File: src/hdl/eqtb_pkg.sv
// Shared types and codes for the event queue with timer bank.
`timescale 1ns / 1ps
package eqtb_pkg;

	typedef enum logic [3:0] {
		ACT_POST      = 4'd0,
		ACT_GET       = 4'd1,
		ACT_PEEK      = 4'd2,
		ACT_TSTART    = 4'd3,
		ACT_TRESTART  = 4'd4,
		ACT_TCANCEL   = 4'd5,
		ACT_TPAUSE    = 4'd6,
		ACT_TICK      = 4'd7,
		ACT_VCREATE   = 4'd8,
		ACT_VSET      = 4'd9,
		ACT_VTOGGLE   = 4'd10,
		ACT_VREAD     = 4'd11
	} action_t;

	typedef enum logic [2:0] {
		ST_IDLE,
		ST_READ,
		ST_EXEC,
		ST_SCAN_RD,
		ST_SCAN_EX
	} back_state_t;

	localparam logic [1:0] REG_TIMER_CODE = 2'd0;
	localparam logic [1:0] REG_VALUE_CODE = 2'd1;
	localparam logic [1:0] REG_IDLE_CODE  = 2'd2;

	typedef struct packed {
		logic [3:0]  action;
		logic [15:0] post_type;
		logic [15:0] post_arg_first;
		logic [15:0] post_arg_second;
		logic [7:0]  slot;
		logic [31:0] interval;
		logic        rep;
		logic [15:0] new_value;
		logic        tvalid;
		logic        vvalid;
	} cmd_t;

	typedef struct packed {
		logic [15:0] timer_code;
		logic [15:0] value_code;
		logic [15:0] idle_code;
	} cfg_t;

	typedef struct packed {
		logic [15:0] out_type;
		logic [15:0] arg_first;
		logic [15:0] arg_second;
		logic        ok;
		logic [15:0] read_value;
	} result_t;

endpackage

File: src/hdl/eqtb_ram.sv
// Generic single-write, single-read RAM with registered read data.
`timescale 1ns / 1ps
module eqtb_ram #(
	parameter int WIDTH = 16,
	parameter int DEPTH = 16
) (
	input  logic                                   clk,
	input  logic                                   we,
	input  logic [(DEPTH > 1 ? $clog2(DEPTH) : 1)-1:0] waddr,
	input  logic [WIDTH-1:0]                       wdata,
	input  logic [(DEPTH > 1 ? $clog2(DEPTH) : 1)-1:0] raddr,
	output logic [WIDTH-1:0]                       rdata
);
	logic [WIDTH-1:0] mem_q [DEPTH];

	always_ff @(posedge clk) begin
		if (we) begin
			mem_q[waddr] <= wdata;
		end
		rdata <= mem_q[raddr];
	end
endmodule

File: src/hdl/eqtb_front.sv
// Front end: take commands, classify ids, and hold them in a two-entry queue.
`timescale 1ns / 1ps
module eqtb_front import eqtb_pkg::*; #(
	parameter int TIMER_COUNT = 8,
	parameter int VALUE_COUNT = 8
) (
	input  logic        clk,
	input  logic        arst_n,
	input  logic        start,
	input  logic [3:0]  action,
	input  logic [15:0] post_type,
	input  logic [15:0] post_arg_first,
	input  logic [15:0] post_arg_second,
	input  logic [7:0]  slot_id,
	input  logic [31:0] interval_ms,
	input  logic        repeat_flag,
	input  logic [15:0] new_value,
	output logic        busy,
	output logic        cmd_valid,
	output cmd_t        cmd_head,
	input  logic        cmd_pop
);
	cmd_t       ent_q [2];
	logic       wptr_q, rptr_q;
	logic [1:0] cnt_q;
	cmd_t       cmd_in;
	logic       push;

	always_comb begin
		cmd_in.action          = action;
		cmd_in.post_type       = post_type;
		cmd_in.post_arg_first  = post_arg_first;
		cmd_in.post_arg_second = post_arg_second;
		cmd_in.slot            = slot_id;
		cmd_in.interval        = interval_ms;
		cmd_in.rep             = repeat_flag;
		cmd_in.new_value       = new_value;
		cmd_in.tvalid          = {1'b0, slot_id} < 9'(TIMER_COUNT);
		cmd_in.vvalid          = {1'b0, slot_id} < 9'(VALUE_COUNT);
	end

	assign busy      = (cnt_q == 2'd2);
	assign push      = start && !busy;
	assign cmd_valid = (cnt_q != 2'd0);
	assign cmd_head  = ent_q[rptr_q];

	always_ff @(posedge clk) begin
		if (push) begin
			ent_q[wptr_q] <= cmd_in;
		end
	end

	always_ff @(posedge clk or negedge arst_n) begin
		if (!arst_n) begin
			wptr_q <= 1'b0;
			rptr_q <= 1'b0;
			cnt_q  <= 2'd0;
		end else begin
			if (push) begin
				wptr_q <= ~wptr_q;
			end
			if (cmd_pop) begin
				rptr_q <= ~rptr_q;
			end
			cnt_q <= cnt_q + {1'b0, push} - {1'b0, cmd_pop};
		end
	end
endmodule

File: src/hdl/eqtb_back.sv
// Back end: run queued commands against the ring, timer bank and value store.
`timescale 1ns / 1ps
module eqtb_back import eqtb_pkg::*; #(
	parameter int QUEUE_DEPTH = 16,
	parameter int TIMER_COUNT = 8,
	parameter int VALUE_COUNT = 8
) (
	input  logic    clk,
	input  logic    arst_n,
	input  cfg_t    cfg,
	input  logic    cmd_valid,
	input  cmd_t    cmd_head,
	output logic    cmd_pop,
	output logic    res_valid,
	output result_t res
);
	localparam int QW = $clog2(QUEUE_DEPTH);
	localparam int TW = TIMER_COUNT > 1 ? $clog2(TIMER_COUNT) : 1;
	localparam int VW = VALUE_COUNT > 1 ? $clog2(VALUE_COUNT) : 1;
	localparam int TWORD = 65;

	back_state_t state_q, state_d;
	cmd_t        cmd_q;
	logic [TW-1:0] scan_q, scan_d;
	logic [QW-1:0] wr_q, wr_d, rd_q, rd_d;
	logic [31:0]   now_q, now_d;
	logic [TIMER_COUNT-1:0] tvld_q;
	logic [VALUE_COUNT-1:0] vvld_q;

	logic          scanning;
	logic [TW-1:0] t_addr;
	logic [VW-1:0] v_addr;
	logic [47:0]   ring_rd, ring_wd;
	logic          ring_we;
	logic [TWORD-1:0] t_rd_raw, t_wd;
	logic          t_we;
	logic [15:0]   v_rd_raw, v_rd, v_wd;
	logic          v_we;
	logic [31:0]   dl, per;
	logic          rearm;
	logic          enq;
	logic [47:0]   enq_data;
	logic          due;
	logic          res_fire;
	result_t       res_d;

	function automatic logic [QW-1:0] nxt(input logic [QW-1:0] i);
		return (i == QW'(QUEUE_DEPTH - 1)) ? '0 : i + 1'b1;
	endfunction

	assign scanning = (state_q == ST_SCAN_RD) || (state_q == ST_SCAN_EX);
	assign t_addr   = scanning ? scan_q : cmd_q.slot[TW-1:0];
	assign v_addr   = cmd_q.slot[VW-1:0];
	assign cmd_pop  = (state_q == ST_IDLE) && cmd_valid;

	eqtb_ram #(.WIDTH(48), .DEPTH(QUEUE_DEPTH)) u_ring (
		.clk(clk), .we(ring_we), .waddr(wr_q), .wdata(ring_wd),
		.raddr(rd_q), .rdata(ring_rd)
	);
	eqtb_ram #(.WIDTH(TWORD), .DEPTH(TIMER_COUNT)) u_timer (
		.clk(clk), .we(t_we), .waddr(t_addr), .wdata(t_wd),
		.raddr(t_addr), .rdata(t_rd_raw)
	);
	eqtb_ram #(.WIDTH(16), .DEPTH(VALUE_COUNT)) u_value (
		.clk(clk), .we(v_we), .waddr(v_addr), .wdata(v_wd),
		.raddr(v_addr), .rdata(v_rd_raw)
	);

	// never-written entries read as zero
	always_comb begin
		if (tvld_q[t_addr]) begin
			dl    = t_rd_raw[64:33];
			per   = t_rd_raw[32:1];
			rearm = t_rd_raw[0];
		end else begin
			dl    = '0;
			per   = '0;
			rearm = 1'b0;
		end
		v_rd = vvld_q[v_addr] ? v_rd_raw : 16'd0;
		due  = (dl != 32'd0) && (dl <= now_q);
	end

	// next state
	always_comb begin
		state_d = state_q;
		unique case (state_q)
			ST_IDLE: begin
				if (cmd_valid) begin
					state_d = ST_READ;
				end
			end
			ST_READ:    state_d = ST_EXEC;
			ST_EXEC: begin
				if (cmd_q.action == ACT_GET && rd_q == wr_q) begin
					state_d = ST_SCAN_RD;
				end else begin
					state_d = ST_IDLE;
				end
			end
			ST_SCAN_RD: state_d = ST_SCAN_EX;
			ST_SCAN_EX: begin
				if (scan_q == TW'(TIMER_COUNT - 1)) begin
					state_d = ST_IDLE;
				end else begin
					state_d = ST_SCAN_RD;
				end
			end
			default:    state_d = ST_IDLE;
		endcase
	end

	// datapath and outputs
	always_comb begin
		enq      = 1'b0;
		enq_data = '0;
		t_we     = 1'b0;
		t_wd     = {dl, per, rearm};
		v_we     = 1'b0;
		v_wd     = v_rd;
		rd_d     = rd_q;
		now_d    = now_q;
		scan_d   = scan_q;
		res_fire = 1'b0;
		res_d    = '0;
		unique case (state_q)
			ST_EXEC: begin
				res_fire = 1'b1;
				case (cmd_q.action)
					ACT_POST: begin
						enq      = 1'b1;
						enq_data = {cmd_q.post_type, cmd_q.post_arg_first,
							cmd_q.post_arg_second};
						res_d.ok = 1'b1;
					end
					ACT_GET, ACT_PEEK: begin
						if (rd_q != wr_q) begin
							res_d.out_type   = ring_rd[47:32];
							res_d.arg_first  = ring_rd[31:16];
							res_d.arg_second = ring_rd[15:0];
							res_d.ok         = 1'b1;
							if (cmd_q.action == ACT_GET) begin
								rd_d = nxt(rd_q);
							end
						end else if (cmd_q.action == ACT_GET) begin
							res_fire = 1'b0;
							scan_d   = '0;
						end else begin
							res_d.out_type = cfg.idle_code;
						end
					end
					ACT_TSTART: begin
						t_we     = cmd_q.tvalid;
						t_wd     = {now_q + cmd_q.interval, cmd_q.interval, cmd_q.rep};
						res_d.ok = cmd_q.tvalid;
					end
					ACT_TRESTART: begin
						t_we     = cmd_q.tvalid;
						t_wd     = {now_q + per, per, rearm};
						res_d.ok = cmd_q.tvalid;
					end
					ACT_TCANCEL: begin
						t_we     = cmd_q.tvalid;
						t_wd     = '0;
						res_d.ok = cmd_q.tvalid;
					end
					ACT_TPAUSE: begin
						t_we     = cmd_q.tvalid;
						t_wd     = {32'd0, per, rearm};
						res_d.ok = cmd_q.tvalid;
					end
					ACT_TICK: begin
						now_d    = now_q + cmd_q.interval;
						res_d.ok = 1'b1;
					end
					ACT_VCREATE: begin
						v_we     = cmd_q.vvalid;
						v_wd     = cmd_q.new_value;
						res_d.ok = cmd_q.vvalid;
					end
					ACT_VSET: begin
						if (cmd_q.vvalid && v_rd != cmd_q.new_value) begin
							v_we     = 1'b1;
							v_wd     = cmd_q.new_value;
							enq      = 1'b1;
							enq_data = {cfg.value_code, 8'd0, cmd_q.slot, cmd_q.new_value};
						end
						res_d.ok = cmd_q.vvalid;
					end
					ACT_VTOGGLE: begin
						v_we     = cmd_q.vvalid;
						v_wd     = (v_rd == 16'd0) ? 16'd1 : 16'd0;
						enq      = cmd_q.vvalid;
						enq_data = {cfg.value_code, 8'd0, cmd_q.slot,
							((v_rd == 16'd0) ? 16'd1 : 16'd0)};
						res_d.ok = cmd_q.vvalid;
					end
					ACT_VREAD: begin
						res_d.ok         = cmd_q.vvalid;
						res_d.read_value = cmd_q.vvalid ? v_rd : 16'hFFFF;
					end
					default: ;
				endcase
			end
			ST_SCAN_EX: begin
				if (due) begin
					enq      = 1'b1;
					enq_data = {cfg.timer_code, 16'(scan_q), 16'(now_q - dl)};
					t_we     = 1'b1;
					t_wd     = {(rearm ? now_q + per : 32'd0), per, rearm};
				end
				scan_d = scan_q + 1'b1;
				if (scan_q == TW'(TIMER_COUNT - 1)) begin
					res_fire       = 1'b1;
					res_d.out_type = cfg.idle_code;
				end
			end
			default: ;
		endcase
		ring_we = enq;
		ring_wd = enq_data;
		wr_d    = enq ? nxt(wr_q) : wr_q;
		// full ring: drop the oldest event
		if (enq && nxt(wr_q) == rd_q) begin
			rd_d = nxt(rd_q);
		end
	end

	always_ff @(posedge clk) begin
		if (cmd_pop) begin
			cmd_q <= cmd_head;
		end
		if (res_fire) begin
			res <= res_d;
		end
	end

	always_ff @(posedge clk or negedge arst_n) begin
		if (!arst_n) begin
			state_q   <= ST_IDLE;
			scan_q    <= '0;
			wr_q      <= '0;
			rd_q      <= '0;
			now_q     <= '0;
			tvld_q    <= '0;
			vvld_q    <= '0;
			res_valid <= 1'b0;
		end else begin
			state_q   <= state_d;
			scan_q    <= scan_d;
			wr_q      <= wr_d;
			rd_q      <= rd_d;
			now_q     <= now_d;
			res_valid <= res_fire;
			if (t_we) begin
				tvld_q[t_addr] <= 1'b1;
			end
			if (v_we) begin
				vvld_q[v_addr] <= 1'b1;
			end
		end
	end
endmodule

File: src/hdl/event_queue_with_timer_bank.sv
// Top level: event queue with timer bank, command port and register port.
`timescale 1ns / 1ps
// Flow: a command taken on start is popped when the back end is free (pop,
//   RAM read, execute); the back end takes no new command until the last
//   one is done, reading and then executing on the single-port-read RAMs;
//   get on an empty ring then scans every timer id, one timer read per id
//   and one timer update for each due timer.
// Reset: arst_n clears ring pointers, time, timer and value valid bits and
//   sets the code registers to their defaults at once; results are strobed by done and cannot be stalled.
module event_queue_with_timer_bank import eqtb_pkg::*; #(
	parameter int QUEUE_DEPTH = 16,
	parameter int TIMER_COUNT = 8,
	parameter int VALUE_COUNT = 8
) (
	input  logic               clk,
	input  logic               arst_n,
	// command beat
	input  logic               start,
	output logic               busy,
	input  logic [3:0]         action,
	input  logic signed [15:0] post_type,
	input  logic signed [15:0] post_arg_first,
	input  logic signed [15:0] post_arg_second,
	input  logic [7:0]         slot_id,
	input  logic [31:0]        interval_ms,
	input  logic               repeat_flag,
	input  logic signed [15:0] new_value,
	// result beat
	output logic               done,
	output logic signed [15:0] out_type,
	output logic signed [15:0] out_arg_first,
	output logic signed [15:0] out_arg_second,
	output logic               ok,
	output logic signed [15:0] read_value,
	// register port
	input  logic               psel,
	input  logic               penable,
	input  logic               pwrite,
	input  logic [3:0]         paddr,
	input  logic [31:0]        pwdata,
	output logic [31:0]        prdata,
	output logic               pready
);
	cfg_t    cfg_q;
	logic    cmd_valid, cmd_pop;
	cmd_t    cmd_head;
	result_t res;
	logic    wr_en;

	// Register file: three 16-bit codes at word-aligned byte addresses.
	assign pready = 1'b1;
	assign wr_en  = psel && penable && pwrite;

	always_ff @(posedge clk or negedge arst_n) begin
		if (!arst_n) begin
			cfg_q.timer_code <= 16'd1;
			cfg_q.value_code <= 16'd2;
			cfg_q.idle_code  <= 16'd0;
		end else if (wr_en) begin
			unique case (paddr[3:2])
				REG_TIMER_CODE: cfg_q.timer_code <= pwdata[15:0];
				REG_VALUE_CODE: cfg_q.value_code <= pwdata[15:0];
				REG_IDLE_CODE:  cfg_q.idle_code  <= pwdata[15:0];
				default: ;
			endcase
		end
	end

	always_comb begin
		unique case (paddr[3:2])
			REG_TIMER_CODE: prdata = {16'd0, cfg_q.timer_code};
			REG_VALUE_CODE: prdata = {16'd0, cfg_q.value_code};
			REG_IDLE_CODE:  prdata = {16'd0, cfg_q.idle_code};
			default:        prdata = 32'd0;
		endcase
	end

	// Front end: hold up to two classified commands.
	eqtb_front #(.TIMER_COUNT(TIMER_COUNT), .VALUE_COUNT(VALUE_COUNT)) u_front (
		.clk(clk), .arst_n(arst_n), .start(start),
		.action(action), .post_type(post_type),
		.post_arg_first(post_arg_first), .post_arg_second(post_arg_second),
		.slot_id(slot_id), .interval_ms(interval_ms),
		.repeat_flag(repeat_flag), .new_value(new_value),
		.busy(busy), .cmd_valid(cmd_valid), .cmd_head(cmd_head), .cmd_pop(cmd_pop)
	);

	// Back end: execute in order and drive the registered result.
	eqtb_back #(
		.QUEUE_DEPTH(QUEUE_DEPTH), .TIMER_COUNT(TIMER_COUNT), .VALUE_COUNT(VALUE_COUNT)
	) u_back (
		.clk(clk), .arst_n(arst_n), .cfg(cfg_q),
		.cmd_valid(cmd_valid), .cmd_head(cmd_head), .cmd_pop(cmd_pop),
		.res_valid(done), .res(res)
	);

	assign out_type       = res.out_type;
	assign out_arg_first  = res.arg_first;
	assign out_arg_second = res.arg_second;
	assign ok             = res.ok;
	assign read_value     = res.read_value;
endmodule

File: config.mk
export PLATFORM = sky130hd
export DESIGN_NAME = event_queue_with_timer_bank
export DESIGN_NICKNAME = d
export VERILOG_FILES = /design/src/hdl/eqtb_pkg.sv /design/src/hdl/eqtb_ram.sv /design/src/hdl/eqtb_front.sv /design/src/hdl/eqtb_back.sv /design/src/hdl/event_queue_with_timer_bank.sv
export SDC_FILE = /design/constraint.sdc
export NUM_CORES = 2
export LEC_CHECK = 0
export ABC_AREA = 0
export BUFFER_PORTS_ARGS = -buffer_cell sky130_fd_sc_hd__buf_2
export CAP_MARGIN = 5
export CORE_UTILIZATION = 45
export DETAILED_ROUTE_END_ITERATION = 10
export SYNTH_ARGS = -nofsm -noshare
export SYNTH_HDL_FRONTEND = slang
export SYNTH_SLANG_ARGS = --single-unit
File: constraint.sdc
create_clock -name clk -period 36.4 [get_ports clk]
set_clock_uncertainty 0.2 [all_clocks]
set_input_delay 1.82 -clock clk [delete_from_list [all_inputs] [get_ports clk]]
set_output_delay 1.82 -clock clk [all_outputs]
set_load 0.01 [all_outputs]
* Word-level counts from Yosys, hierarchy flattened *
Memory sizes are Yosys's and may differ from the RTL's. A register that Yosys moved wholly into a read port is not among the register bits.
Index checks and enable logic that the tools add are counted.

word-level totals
  input bits = 151
  logic and storage cells = 176
  register bits = 180
  memories = 4
  bits in writable memories = 1638

operators by class
  reductions and logical operators = 36
  muxes and demuxes = 70
  bitwise operators = 4
  equal/unequal tests = 29
  magnitude comparators = 6
  add/subtract/negate cells = 8

memories
  name                  words  width  read ports  clocked after memory_dff  write ports  RTL line          text
  u_back.u_ring.mem_q   16     48     1           1                         1            eqtb_ram.sv:14    logic [WIDTH-1:0] mem_q [DEPTH];
  u_back.u_timer.mem_q  8      65     1           1                         1            eqtb_ram.sv:14
  u_front.ent_q         2      111    1           1                         1            eqtb_front.sv:23  cmd_t ent_q [2];
  u_back.u_value.mem_q  8      16     1           1                         1            eqtb_ram.sv:14

operator list
  operator            number
  $pmux 65 s4         1
  $mux 48             3
  $pmux 48 s3         1
  $pmux 65 s2         1
  $mux 16             7
  $mux 32             3
  $pmux 16 s3         2
  $pmux 48 s2         1
  $mux 65             1
  $add 32x32->32      2
  $mux 33             1
  $le 32x32->1        1
  $pmux 16 s2         1
  $reduce_bool 32->1  1
  $mux 4              7
  $eq 4x4->1 const B  6
  $mux 1              22
  $eq 4x3->1 const B  4
  $logic_not 16->1    1
  $ne 16x16->1        1
  $or 8x8->8          2
  $sub 16x16->16      1
  $mux 3              5
  $pmux 3 s5          1
  38 further kinds    77

* Longest topological paths before layout *
  word-level depth = 13
  mapped depth = 24
  depth with buffers taken out = 21

* By module *
A second synthesis with hierarchy kept.

unflattened totals
  cell total of the unflattened synthesis = 4484
  area total of the unflattened synthesis = 82536.7 µm²

by module, submodules not included
  module                       cells each  area each (µm²)  seq. area each (µm²)  times used
  eqtb_ram at u_back.u_ring    1242        29691.0          24023.0               1
  eqtb_ram at u_back.u_timer   829         20857.5          16916.2               1
  eqtb_back                    1659        16179.3          6861.6                1
  eqtb_front                   362         8180.3           6706.4                1
  eqtb_ram at u_back.u_value   214         5293.8           4164.0                1
  event_queue_with_timer_bank  178         2334.7           1203.7                1

* Least setup slack after synthesis *
Ideal clock, no wire load.

  path type = flip-flop to flip-flop
  from = register u_back.state_q[1]
  to = register u_front.cnt_q[1]
  arrival = 13.275 ns
  path slack = 22.845 ns
  cell stages (with the launch flop) = 8
  library setup time = 0.080 ns
  path through = dfrtp_1 buf_2 nor4_1 ha_1 inv_1 ha_1 xnor2_1 xnor2_1

between the ends
  cells in the longest elaborated chain, start to end = 3

ends and longest elaborated chain
  what                    RTL line                           text
  start, declared         eqtb_back.sv:22                    back_state_t state_q, state_d;
  start signal, assigned  eqtb_back.sv:249                   state_q <= state_d;
  $logic_not 3->1         eqtb_back.sv:54                    assign cmd_pop = (state_q == ST_IDLE) && cmd_valid;
  $logic_and 1x1->1       eqtb_back.sv:54
  net cmd_pop             event_queue_with_timer_bank.sv:45  logic cmd_valid, cmd_pop;
  $sub 2x1->2             eqtb_front.sv:65                   cnt_q <= cnt_q + {1'b0, push} - {1'b0, cmd_pop};
  end signal, assigned    eqtb_front.sv:65
  end, declared           eqtb_front.sv:25                   logic [1:0] cnt_q;

The timed path passes the listed nets, and every way through them passes these cells.
A chain may end at the register's enable or synchronous reset.

* Final worst setup path *
  from = register, netlist name u_back.cmd_q[52]
  to = memory u_back.u_timer.mem_q[4][27] (netlist name), enable pin

between the ends
  cells in the longest elaborated chain, start to end = 10
  elaborated cells between the ends (all ways) = 11
  those cells by class = order compare (1); mux (8); reduce/logical (2)

ends and longest elaborated chain
  what                                                RTL line          text
  $mux 3 *                                            eqtb_back.sv:52   assign t_addr = scanning ? scan_q : cmd_q.slot[TW-1:0];
  $bmux 1 s3                                          eqtb_back.sv:71   if (tvld_q[t_addr]) begin
  $mux 1 (implied by the code)                        eqtb_back.sv:71
  $mux 32                                             eqtb_back.sv:71
  $le 32x32->1 or $reduce_bool 32->1 (tied branches)  eqtb_back.sv:81   due = (dl != 32'd0) && (dl <= now_q);
  $logic_and 1x1->1                                   eqtb_back.sv:81
  $mux 1                                              eqtb_back.sv:206  if (due) begin
  $pmux 1 s2                                          eqtb_back.sv:126  unique case (state_q)
  $mux 1                                              eqtb_ram.sv:17    if (we) begin
  $mux 1 (implied by the code)                        eqtb_ram.sv:18    mem_q[waddr] <= wdata;
  end, declared                                       eqtb_ram.sv:14

Mark *: on every way between the ends. The rest lies on a longest branch, timed or not. The select of a mux whose other input is x is not followed.

==> summary.txt <==
Global route
  • Pin count of the biggest net entering global routing: 113
  • First-pass GRT wire length: 311 mm
  • Gr usage total: approximately 23%
  • Vias in the first global route: 45500
  • Grt ovf: 0
  • Initial antenna violation count: 5

Logic synthesis
  • Top-count cell post-synth: edfxtp_1
  • Yosys Warn Count: 0
  • Synth top area cells: edfxtp_1 67%, mux4_2 6.6%, dfrtp_1 3.5%
  • FF+latch count, synth: 2055
  • Sequential area share after synthesis: 73.2%
  • Post-synthesis average cell area: 17.3 um2
  • EDFF count, synth: 1811
  • Mapped cell area: 81700 um2
  • Main synth FF type: edfxtp_1
  • Post-synth cell types: 90
  • Synth area leader: edfxtp_1
  • Async SR Flop Fraction: around 5.6%
  • Syn Inst Count: between 4000 and 5000
  • Top cell type's share of synthesized area: 66.5%
  • Commonest cells in the synthesized netlist: 1811 x edfxtp_1, 241 x mux4_2, 228 x a22oi_1

Die
  • Die width: about 430 um
  • Core area: 181000 um2
  • Initial core utilization: 45.3%
  • I/O pin count: 251
  • Row Count: 156
  • Die ar.: 183000 um2
  • Die Ht: ~430 um

Clocking
  • Reg clk slew, reported paths: 0.06 ns
  • CTS tree: done
  • PostCTS Resize Cnt: 0
  • Clock sinks: 2055
  • # H-tree levels: 4
  • CTS Buf Count: 208
  • Root buffer cell: clkbuf_16
  • CTS max path bufs: 3
  • CTS Hold Bufs: 0
  • Postcts setup bufs: 0
  • Worst skew pair latency: 0.86 ns

Worst setup path
  • Worst Setup End Kind: flop
  • Reg2reg start: u_back.cmd_q[52]
  • Setup crit end: u_back.u_timer.mem_q[4][27]
  • Startpoint Class: flop
  • Crit path kind: flop to flop
  • Crit path DAT: between 9 and 10 ns
  • R2R depth: 23
  • Reg2reg setup slack: 27.48 ns
  • Required time of the critical path: roughly 37 ns
  • Crit path max fanout: 48
  • Reg2reg end: u_back.u_timer.mem_q[4][27]
  • Worst Setup SP: u_back.cmd_q[52]

STA
  • FMAX: 0.112 GHz
  • Setup TNS: 0 ns
  • Final cycle utilization of the critical path: 24.5%
  • Max-slew violations: 0
  • Unrepaired setup endpoints after global routing: no
  • Post-route setup slack: about 27 ns
  • Slew HR: 10.3%
  • Hold Vio Cnt, Final: 0
  • Final setup fails: 0
  • Tmin final: between 8 and 9 ns
  • Slew at the pin with the worst max-slew slack: 1.35 ns

Status
  • Status: finished clean

Flow run
  • Number of max-cap violations: 0

Route
  • Drt total wl: 214 mm
  • Drt pass-1 iters: 10
  • Detail Route Antenna Nets: 0
  • Via/cell ratio: 5.97
  • DRC: 0
  • Vias: about 45000
  • Wirelength per Cell: 28.1 um
  • 1st-iter DRT viols: 4712

Power and ir drop
  • Peak supply drop: 0.0821 mV
  • Lkg Pwr: 30.4 nW
  • PwrDens: around 89 nW/um2

Place
  • Placer Congestion: 0.916
  • Post-detail-place hpwl: 126 mm
  • PortBufs: 215
  • Dpl ws: 27.52 ns

Worst hold path
  • Hold Path Class: flop to flop

Layout
  • Synthesis-to-layout area growth: 13.7%
  • Layout cells sized above 1: 22.1%
  • Number of nets in the layout: 5315
worst min path at each step:
stage	start	endpoint	slack [ns]	depth (start not counted)
2_1_floorplan	u_back.tvld_q[2]	u_back.tvld_q[2]	0.23	1
3_3_place_gp	u_back.tvld_q[2]	u_back.tvld_q[2]	0.24	1
3_5_place_dp	u_back.vvld_q[5]	u_back.vvld_q[5]	0.25	1
4_1_cts	u_back.u_value.mem_q[7][9]	u_back.u_value.rdata[9]	0.25	2
5_1_grt	u_back.tvld_q[6]	u_back.tvld_q[6]	0.28	2
6_report	u_back.u_value.mem_q[7][9]	u_back.u_value.rdata[9]	0.26	2
cells in the final DEF, fill, tap and decap left out, drive strengths merged, types with 107 or more instances in the layout:
cell    count
o21ai     149
ha        116
inv       107
buf       347
edfxtp   1811
a22oi     228
nand2     213
nor2      125
a21oi     131
dfrtp     113
mux2      166
mux4      241
dfxtp     129
clkbuf    294
critical path, stage by stage, from the launching register on:
cell and delay (ns):
edfxtp_1 0.78, and3b_1 0.37, a41oi_1 0.21, and2_1 0.17, buf_4 0.33, nor2_2 0.24
a221o_1 0.49, a21oi_4 0.23, buf_4 0.35, buf_4 0.56, nand2_1 0.23, inv_1 0.13
ha_1 0.28, nand4_1 0.18, nor2_1 0.21, nand2_1 0.15, o32ai_1 0.26, nor2_1 0.11
a2111oi_4 0.24, and3_2 0.56, a21oi_4 0.18, nor3_2 0.76, buf_4 0.53, buf_4 0.67
power by group:
part | switching [mW] | total, mW | internal (mW)
combinational | 1.82 | 2.79 | 0.969
sequential | 0.258 | 3.37 | 3.11
clock | 0.916 | 2.09 | 1.18
metrics by stage:
| stage | util [%] | total power [mW] | instance area [um2] | hold WS [ns] | std cells |
|---|---|---|---|---|---|
| 2_1_floorplan | - | 5.16 | 81800 | 0.227 | 4745 |
| 3_3_place_gp | 47.7 | 6.14 | 86200 | 0.243 | 7203 |
| 3_5_place_dp | 47.7 | 6.18 | 86200 | 0.248 | 7203 |
| 4_1_cts | 51.5 | 8.28 | 92900 | 0.249 | 7597 |
| 5_1_grt | 51.5 | 8.62 | 92900 | 0.280 | 7600 |
| 6_report | 51.5 | 8.26 | 92900 | 0.257 | 7602 |
final cells by class:
type	instances	area, um2
fill	14500	87600
clock inverter	101	1080
clock buffer	293	5680
inverter	98	368
sequential	2055	59900
timing repair buffer	348	2100
antenna	3	7.51
tap	2370	2970
multi-input combinational	2334	20900
cell families after synthesis:
group | Yosys count | synth area share [%]
AO/OA/AOI/OAI | 919 | 8.12
XOR/XNOR | 90 | 0.964
adder cells (fa/ha/maj) | 119 | 1.85
buffers and inverters | 356 | 1.79
flip-flops | 2055 | 73.2
multiplexers | 439 | 9.32
other | 2 | 0.00919
AND/OR/NAND/NOR | 750 | 4.72
sequential cells by signal, indices dropped and copies added (netlist names), 2 cells and up:
register,flops
u_back.u_value.mem_q,128
u_back.u_value.rdata,16
u_back.u_timer.mem_q,520
cfg_q,48
u_back.res,65
u_back.now_q,32
u_back.u_timer.rdata,65
u_back.vvld_q,8
u_back.scan_q,3
u_back.state_q,3
u_back.rd_q,4
u_back.tvld_q,8
u_front.cnt_q,2
u_back.u_ring.rdata,48
u_back.cmd_q,110
u_front.ent_q,220
u_back.u_ring.mem_q,768
u_back.wr_q,4
routing by layer:
metal	part of all wire [%]	track usage (%)	vias to the layer above
met5	0	0	-
met4	2.8	6.79	0
met3	6.6	3.78	336
met2	49	38.2	1704
met1	42	31.6	23700
li1	-	-	19700
(Power assumes the default switching activity.)
